$ cat config.mk
export PLATFORM = sky130hd
export DESIGN_NAME = dsra_alu
export DESIGN_NICKNAME = d
export VERILOG_FILES = /design/src/hdl/divisor_sum_range_accumulator_assert.svh /design/src/hdl/dsra_pkg.sv /design/src/hdl/dsra_alu.sv
export SDC_FILE = /design/constraint.sdc
export NUM_CORES = 1
export LEC_CHECK = 0
export BUFFER_PORTS_ARGS = -buffer_cell sky130_fd_sc_hd__buf_2
export CORE_MARGIN = 8
export CORE_UTILIZATION = 62
export CTS_BUF_LIST = sky130_fd_sc_hd__clkbuf_16
export DETAILED_ROUTE_END_ITERATION = 7
export GPL_ROUTABILITY_DRIVEN = 0
export PLACE_DENSITY = 0.86
export SLEW_MARGIN = 40
export SYNTH_ARGS = -nofsm -noshare
export SYNTH_HDL_FRONTEND = slang
export SYNTH_SLANG_ARGS = --single-unit
$ cat constraint.sdc
create_clock -name clk -period 9.55 [get_ports clk]
set_input_delay 1.91 -clock clk [delete_from_list [all_inputs] [get_ports clk]]
set_output_delay 1.91 -clock clk [all_outputs]
set_load 0.1 [all_outputs]
$ cat src/hdl/divisor_sum_range_accumulator_assert.svh
// assertion macros for the divisor sum range accumulator
`ifndef DIVISOR_SUM_RANGE_ACCUMULATOR_ASSERT_SVH
`define DIVISOR_SUM_RANGE_ACCUMULATOR_ASSERT_SVH

// same-cycle implication, sampled on clk, off during reset
`define DSRA_ASSERT_NOW(label, ante, cons) \
	label: assert property (@(posedge clk) disable iff (!arst_n) (ante) |-> (cons)) \
		else $error("dsra check failed");

// next-cycle implication, sampled on clk, off during reset
`define DSRA_ASSERT_NEXT(label, ante, cons) \
	label: assert property (@(posedge clk) disable iff (!arst_n) (ante) |=> (cons)) \
		else $error("dsra check failed");

`endif

$ cat src/hdl/dsra_pkg.sv
// shared constants, types and helpers for the divisor sum range accumulator
package dsra_pkg;

	// width of the numbers after masking
	localparam int NUM_W = 20;
	// fixed field widths
	localparam int IN_W  = 20;
	localparam int OUT_W = 48;
	// arithmetic width: holds (d + r) * (r - d + 1) and every prefix total
	localparam int ACC_W = 2 * NUM_W + 1;
	// loop index width, holds up to top + 1
	localparam int D_W   = NUM_W + 1;
	// step counter of the shared unit
	localparam int CNT_W = $clog2(NUM_W);
	// width used for the saturation compare
	localparam int EXT_W = (ACC_W > OUT_W) ? ACC_W : OUT_W + 1;

	localparam logic [OUT_W-1:0] TOTAL_MAX = {OUT_W{1'b1}};

	// shared unit operations
	typedef logic [0:0] alu_op_t;
	localparam alu_op_t ALU_DIV = 1'b0;
	localparam alu_op_t ALU_MUL = 1'b1;

	// request from the sequencer to the shared unit
	typedef struct packed {
		logic             start;
		alu_op_t          op;
		logic [NUM_W-1:0] a;      // dividend or multiplier
		logic [ACC_W-1:0] b;      // divisor or multiplicand
	} alu_req_t;

	// status and result from the shared unit
	typedef struct packed {
		logic             busy;
		logic             done;
		logic [ACC_W-1:0] result;
	} alu_resp_t;

	// mask an input field to the number width
	function automatic logic [NUM_W-1:0] to_num(input logic [IN_W-1:0] v);
		return NUM_W'(v);
	endfunction

	// clamp a total to the output range
	function automatic logic [OUT_W-1:0] sat_total(input logic [ACC_W-1:0] x);
		logic [EXT_W-1:0] ext;
		begin
			ext = EXT_W'(x);
			if (ext > EXT_W'(TOTAL_MAX)) begin
				return TOTAL_MAX;
			end else begin
				return ext[OUT_W-1:0];
			end
		end
	endfunction

endpackage

$ cat src/hdl/dsra_alu.sv
// shared bit-serial unit: restoring divide or shift-add multiply, one bit per cycle
module dsra_alu
	import dsra_pkg::*;
(
	input  logic      clk,
	input  logic      arst_n,
	input  alu_req_t  req,
	output alu_resp_t resp
);

	logic             busy_q;
	logic             done_q;
	logic [CNT_W-1:0] cnt_q;
	alu_op_t          op_q;
	logic [NUM_W-1:0] sh_q;
	logic [ACC_W-1:0] acc_q;
	logic [ACC_W-1:0] b_q;

	logic             msb;
	logic [ACC_W-1:0] add_x;
	logic [ACC_W-1:0] add_y;
	logic             add_cin;
	logic [ACC_W:0]   add_sum;
	logic             ge;

	// one adder serves both operations
	always_comb begin
		msb = sh_q[NUM_W-1];
		if (op_q == ALU_DIV) begin
			add_x   = {acc_q[ACC_W-2:0], msb};
			add_y   = ~b_q;
			add_cin = 1'b1;
		end else begin
			add_x   = {acc_q[ACC_W-2:0], 1'b0};
			add_y   = msb ? b_q : '0;
			add_cin = 1'b0;
		end
		add_sum = {1'b0, add_x} + {1'b0, add_y} + (ACC_W + 1)'(add_cin);
		ge      = add_sum[ACC_W];
	end

	// control: step count and done pulse
	always_ff @(posedge clk or negedge arst_n) begin
		if (!arst_n) begin
			busy_q <= 1'b0;
			done_q <= 1'b0;
			cnt_q  <= '0;
		end else begin
			done_q <= 1'b0;
			if (req.start && !busy_q) begin
				busy_q <= 1'b1;
				cnt_q  <= CNT_W'(NUM_W - 1);
			end else if (busy_q) begin
				cnt_q <= cnt_q - 1'b1;
				if (cnt_q == '0) begin
					busy_q <= 1'b0;
					done_q <= 1'b1;
				end
			end
		end
	end

	// datapath: remainder or product, and the shifting operand
	always_ff @(posedge clk) begin
		if (req.start && !busy_q) begin
			op_q  <= req.op;
			sh_q  <= req.a;
			b_q   <= req.b;
			acc_q <= '0;
		end else if (busy_q) begin
			if (op_q == ALU_DIV) begin
				acc_q <= ge ? add_sum[ACC_W-1:0] : add_x;
				sh_q  <= {sh_q[NUM_W-2:0], ge};
			end else begin
				acc_q <= add_sum[ACC_W-1:0];
				sh_q  <= {sh_q[NUM_W-2:0], 1'b0};
			end
		end
	end

	assign resp.busy   = busy_q;
	assign resp.done   = done_q;
	assign resp.result = (op_q == ALU_DIV) ? ACC_W'(sh_q) : acc_q;

endmodule
==> flow_summary.ini, run 1 <==
[power]
power_density_mw_per_mm2 = 405
ir_drop_v = 0.000282
p_leak_nw = 3.48
power_mw = 3.26

[sta]
worst_slew_pin_slew_ps = 799
rsz0062_at_grt = false
skew_ps = 15.3
fmax_ghz = 0.193
final_hold_viol_count = 0
setup_violations = 0
report.final.slew_viol_count = 0
slew-limit-headroom_pct = 46.7
period_share_pct = 54.4
fin_tns_setup_ps = 0
fin_crit_ps = 5190

[logic_synthesis]
syn_inst = 756
avgSynthCellArea_sq_um = 9.49
synth_common_cells = 84 x o21ai_0, 75 x nand2_1, 62 x edfxtp_1
synth-edff-count = 62
yosys-top-cells-area = edfxtp_1 26%, dfxtp_1 11%, mux2_2 7.8%
synth.most_common_cell = o21ai_0
synth_nets = 865
ys_seq_elements = 110
synth_warnings = 0
ys_seq_area_share_pct = 39.8
synth_ff_type = edfxtp_1
async_reset_ff_share_pct = 6.36
ys_types = 60
synth.top_cell.area_share_pct = 26.0
synth_area_leader_cell = edfxtp_1
netlist_area_sq_mm = 0.00717

[clock_tree]
cts_max_path_buffers = 2
htree_levels = 3
clock_sinks = 110
cts_tree = built
post_cts_buffers = 0
clk_latency_ps = 370
cts_buffers = 9
cts.repair.resized = 0
clk_pin_slew_ps = 80
hold_buffers = 0
cts_root_buf = clkbuf_16

[outcome]
outcome = finished clean

[critical_path]
critPathTopFamily = simple AND/OR/NAND/NOR gates
path_max_fanout = 48
start_kind = flop
cp_slowest_cell = and2_4
crit_buf_inv = 1
endpoint_kind = flop
slowest_delay_ps = 620
crit_path_frequent_cell = o21ai_0
critPathArrivalTime_ps = 5420
required_ps = 9770
crit_chain = and2_1 > buf_4 > nand2_1 > o21ai_0 > ha_1 > a2111oi_0 > o21ai_0 > o2111a_1 > nor3_1 > a2bb2oi_1 > a2111o_1 > and2_4 > nand2b_1 > o21ai_0
setup.worst_path.class = flop to flop

[routing]
drt_wl_total_mm = 18.1
drt_iter0_markers = 696
top_layer = met4
drc = 0
wl_met3_mm = 1.33
wl_met2_mm = 8.74
drtAntennaViolNets = 0
met1Wirelength_mm = 7.53
via_per_inst = 6.36
wl_per_cell_um = 18.4
firstDrtPassIters = 5
vias = 6244

[die]
io_pins = 108
die_area_sq_mm = 0.0153
start_util_pct = 63.1
fp.dieH_um = 124
rows = 39
die_x_um = 124
core_sq_mm = 0.0114

[min_path]
worstHoldPathType = flop to flop

[global_routing]
grt_pass1_wl_mm = 29.5
antenna_found_initial = 0
grtUsageTotal_pct = 24.0
grt_max_degree = 87
grt_pass1_vias = 6125
grt_overflow = 0

[placement]
portBuffers = 107
dpl.hpwl_mm = 12.9

[cells_and_area]
drive_gt1_share_pct = 22.6
synthToLayoutAreaGrowth_pct = 12.2
post-route-util_pct = 70.8
nNetsFinal = 942
antennaDiodeCount = 0
fillers = 864

[run]
cap_violations = 0
==> sequential cells by signal, summed over array words and instances (netlist names) <==
register and cells:
acc_q 41, b_q 41, sh_q 20, cnt_q 5, busy_q 1, done_q 1, op_q 1
==> area by class of cell <==
class	instances	area [sq um]	share of cell area (%)
inverter	16	60.1	0.746
clock inverter	7	80.1	0.994
tap	143	179	2.22
timing repair buffer	113	581	7.21
sequential	110	2860	35.5
clock buffer	9	225	2.80
multi-input combinational	583	4070	50.5
==> worst register-to-register path: cells and delay by family, from the launching register on <==
kind / cells / cell delay (ps)
AOI/OAI and AO/OA: 7 / 1820
adders and majority gates: 1 / 330
and+or+nand+nor: 5 / 2120
DFF: 1 / 380
buffers and inverters: 1 / 400
==> cell families after synthesis <==
kind of cell    synth area share (%)
simple gates                    13.9
flops                           39.8
compound gates                  22.3
mux                             8.58
xor+xnor                        3.91
buf+inv                         3.59
fa+ha+maj                       7.88
==> power breakdown <==
group	switching (mW)	internal [mW]	total, mW
logic	1.32	0.705	2.03
clock network	0.185	0.208	0.393
registers	0.149	0.691	0.839
total	1.66	1.60	3.26
==> cell usage in the layout (no fill, tap or decap), types with 12 or more instances in the layout <==
| cell | count |
|---|---|
| o21ai_0 | 84 |
| buf_2 | 107 |
| nor2_1 | 29 |
| xor2_1 | 20 |
| a22o_1 | 26 |
| and2_1 | 24 |
| dfxtp_1 | 41 |
| nand2b_1 | 13 |
| nand2_1 | 75 |
| inv_1 | 15 |
| xnor2_1 | 12 |
| a21o_1 | 21 |
| a32oi_1 | 15 |
| nand3_1 | 18 |
| edfxtp_1 | 62 |
| a21oi_1 | 51 |
| ha_1 | 42 |
| mux2_2 | 50 |
==> per-stage QoR <==
step	setup WS [ps]	hold WS (ps)	cell area, sq um	std cells
after floorplan	5280	425	7170	756
after global placement	4710	447	7750	965
after detailed placement	4380	455	7750	965
after CTS	4380	474	8050	981
after global routing	3940	521	8050	981
final	4360	472	8050	981
==> final timing paths <==
path                       startpoint   endpoint  slack [ps]  cells after the start
max in group asynchronous      arst_n     busy_q        8020                      1
max                          sh_q[19]  acc_q[32]        4360                     14
max reg2reg                  sh_q[19]  acc_q[32]        4360                     14
min reg2reg                 acc_q[40]  acc_q[40]         470                      2
min                         acc_q[40]  acc_q[40]         470                      2
min in group asynchronous      arst_n   cnt_q[4]        1360                      1
==> layer usage <==
layer  up-vias  GRT usage [%]
met1      2941           29.6
met5         -              0
met2       293           40.3
met3        40           5.80
li1       2970              -
met4         0           8.95
No activity file was read; power rests on OpenSTA's default activity.
==> run 2, diff against run 1 <==
- CORE_UTILIZATION: 62 -> 58
- PLACE_DENSITY: 0.86 -> 0.81
- clock period: 9.55 -> 5.4 ns (I/O delays scaled with it)
==> run 2 against run 1 <==
  * Largest power group unchanged
  * Total power up 77%
  * Sequential share of layout area down 0.32 points
  * Global-route usage down 1.5 points
  * First-iteration DRC count down 5.5%
  * Critical path depth unchanged
  * Critical path type unchanged
  * Count of clock-buffer cells in the layout unchanged
  * Worst hold slack better by 43 ps
  * Clock skew down 4.7 ps
==> flow_summary.ini, run 2 (synthesized netlist as in run 1, its figures left out) <==
[clock_tree]
cts_root_buf = clkbuf_16
clock_sinks = 110
htree_levels = 3
hold_buffers = 0
cts_buffers = 9
post_cts_buffers = 0
cts_tree = built
clk_pin_slew_ps = 80
clk_latency_ps = 370
cts_max_path_buffers = 2
cts.repair.resized = 0

[sta]
slew-limit-headroom_pct = 52.5
final_hold_viol_count = 0
fmax_ghz = 0.230
setup_violations = 0
skew_ps = 10.6
period_share_pct = 80.6
worst_slew_pin_slew_ps = 713
fin_tns_setup_ps = 0
finalWorstSetupSlack_ps = 1050
rsz0062_at_grt = false
fin_crit_ps = 4350
report.final.slew_viol_count = 0

[die]
start_util_pct = 59.5
fp.dieH_um = 127
core_sq_mm = 0.0121
die_x_um = 127
io_pins = 108
die_area_sq_mm = 0.0162
rows = 40

[power]
power_mw = 5.76
p_leak_nw = 3.51
ir_drop_v = 0.000620
seqPwrFrac_pct = 25.7
p_comb_share_pct = 62.6
power_switching_mw = 2.93
p_int_mw = 2.84
sw_frac_of_total_pct = 50.7
power_density_mw_per_mm2 = 709
clkPwrFrac_pct = 11.7

[routing]
top_layer = met4
drtAntennaViolNets = 0
firstDrtPassIters = 8
drc = 0
wl_met2_mm = 8.40
drt_wl_total_mm = 18.4
wl_per_cell_um = 18.2
vias = 6224
met1Wirelength_mm = 8.06
via_per_inst = 6.16
wl_met3_mm = 1.44
drt_iter0_markers = 658

[cells_and_area]
nNetsFinal = 947
final_cell_mix = 107 x buf_2, 84 x o21ai_0, 75 x nand2_1
final_cell_area_sq_mm = 0.00813
synthToLayoutAreaGrowth_pct = 13.3
layout_commonest_cell = buf_2
fin_cells = 1010
top_regs = acc_q x41, b_q x41, sh_q x20
antennaDiodeCount = 0
drive_gt1_share_pct = 22.8

[placement]
place_ws_ps = 1110
postPlaceCellArea_sq_mm = 0.00782
portBuffers = 107
dp.cells = 994
dpl.hpwl_mm = 12.9

[global_routing]
antenna_found_initial = 0
grt_pass1_vias = 6164
grt_overflow = 0
grtUsageTotal_pct = 22.6
grt_pass1_wl_mm = 30.1
grt_max_degree = 87

[critical_path]
required_ps = 5620
path_max_fanout = 48
start_kind = flop
crit_buf_inv = 1
critPathArrivalTime_ps = 4570
setup.worst_path.class = flop to flop
endpoint_kind = flop
cp_slowest_cell = and2_4
crit_path_frequent_cell = o21ai_0
critPathTopFamily = simple AND/OR/NAND/NOR gates
slowest_delay_ps = 510
crit_chain = and2_1 > buf_4 > nand2_1 > o21ai_0 > ha_1 > a2111oi_0 > o21ai_0 > o2111a_1 > nor3_1 > a2bb2oi_1 > a2111o_1 > and2_4 > nand2b_1 > o21ai_0

[outcome]
outcome = finished clean

[run]
cap_violations = 0

[min_path]
worstHoldPathType = flop to flop
==> run 2: changes by cell type in the layout (fill, tap and decap cells not counted), sizes merged <==
cell	delta
inv	-1
buf	+5
==> run 2: power groups by stage <==
stage / clock [mW] / combinational (mW) / sequential, mW
2_1_floorplan: 0 / 2.97 / 1.39
3_3_place_gp: 0 / 3.45 / 1.47
3_5_place_dp: 0 / 3.54 / 1.49
4_1_cts: 0.683 / 3.57 / 1.47
5_1_grt: 0.714 / 3.88 / 1.52
6_report: 0.674 / 3.61 / 1.48
==> run 2: final cells by class <==
cell class	instances	area [sq um]
Clock inverter	6	63.8
Inverter	16	60.1
Timing Repair Buffer	118	638
Sequential cell	110	2860
Clock buffer	9	225
Multi-Input combinational cell	583	4070
Tap cell	168	210
Fill cell	939	3940
==> run 2: worst paths after layout <==
path	depth (start not counted)	start	end	slack, ps
max in group asynchronous	1	arst_n	busy_q	4690
setup reg to reg	14	op_q	acc_q[36]	1050
setup / recovery	14	op_q	acc_q[36]	1050
hold / removal	1	cnt_q[0]	cnt_q[0]	510
hold reg to reg	1	cnt_q[0]	cnt_q[0]	510
min in group asynchronous	1	arst_n	cnt_q[4]	530
==> run 2: worst register-to-register path, stage by stage (launching register included) <==
cell       delay, ps
edfxtp_1         450
and2_1           200
buf_4            210
nand2_1           90
o21ai_0           80
ha_1             370
a2111oi_0        430
o21ai_0          210
o2111a_1         200
nor3_1           390
a2bb2oi_1        260
a2111o_1         180
and2_4           510
nand2b_1         460
o21ai_0          180
==> run 2: stage by stage <==
stage                     utilization [%]  hold slack, ps
after global routing                 67.4             540
after global placement               64.8             481
after floorplan                         -             425
after detailed placement             64.8             485
final                                67.4             515
after CTS                            67.2             510
==> run 2: metal layers <==
layer	up-vias	global-route usage [%]
met2	314	36.6
li1	2969	-
met4	0	7.35
met3	57	5.53
met1	2884	29.0
met5	-	0
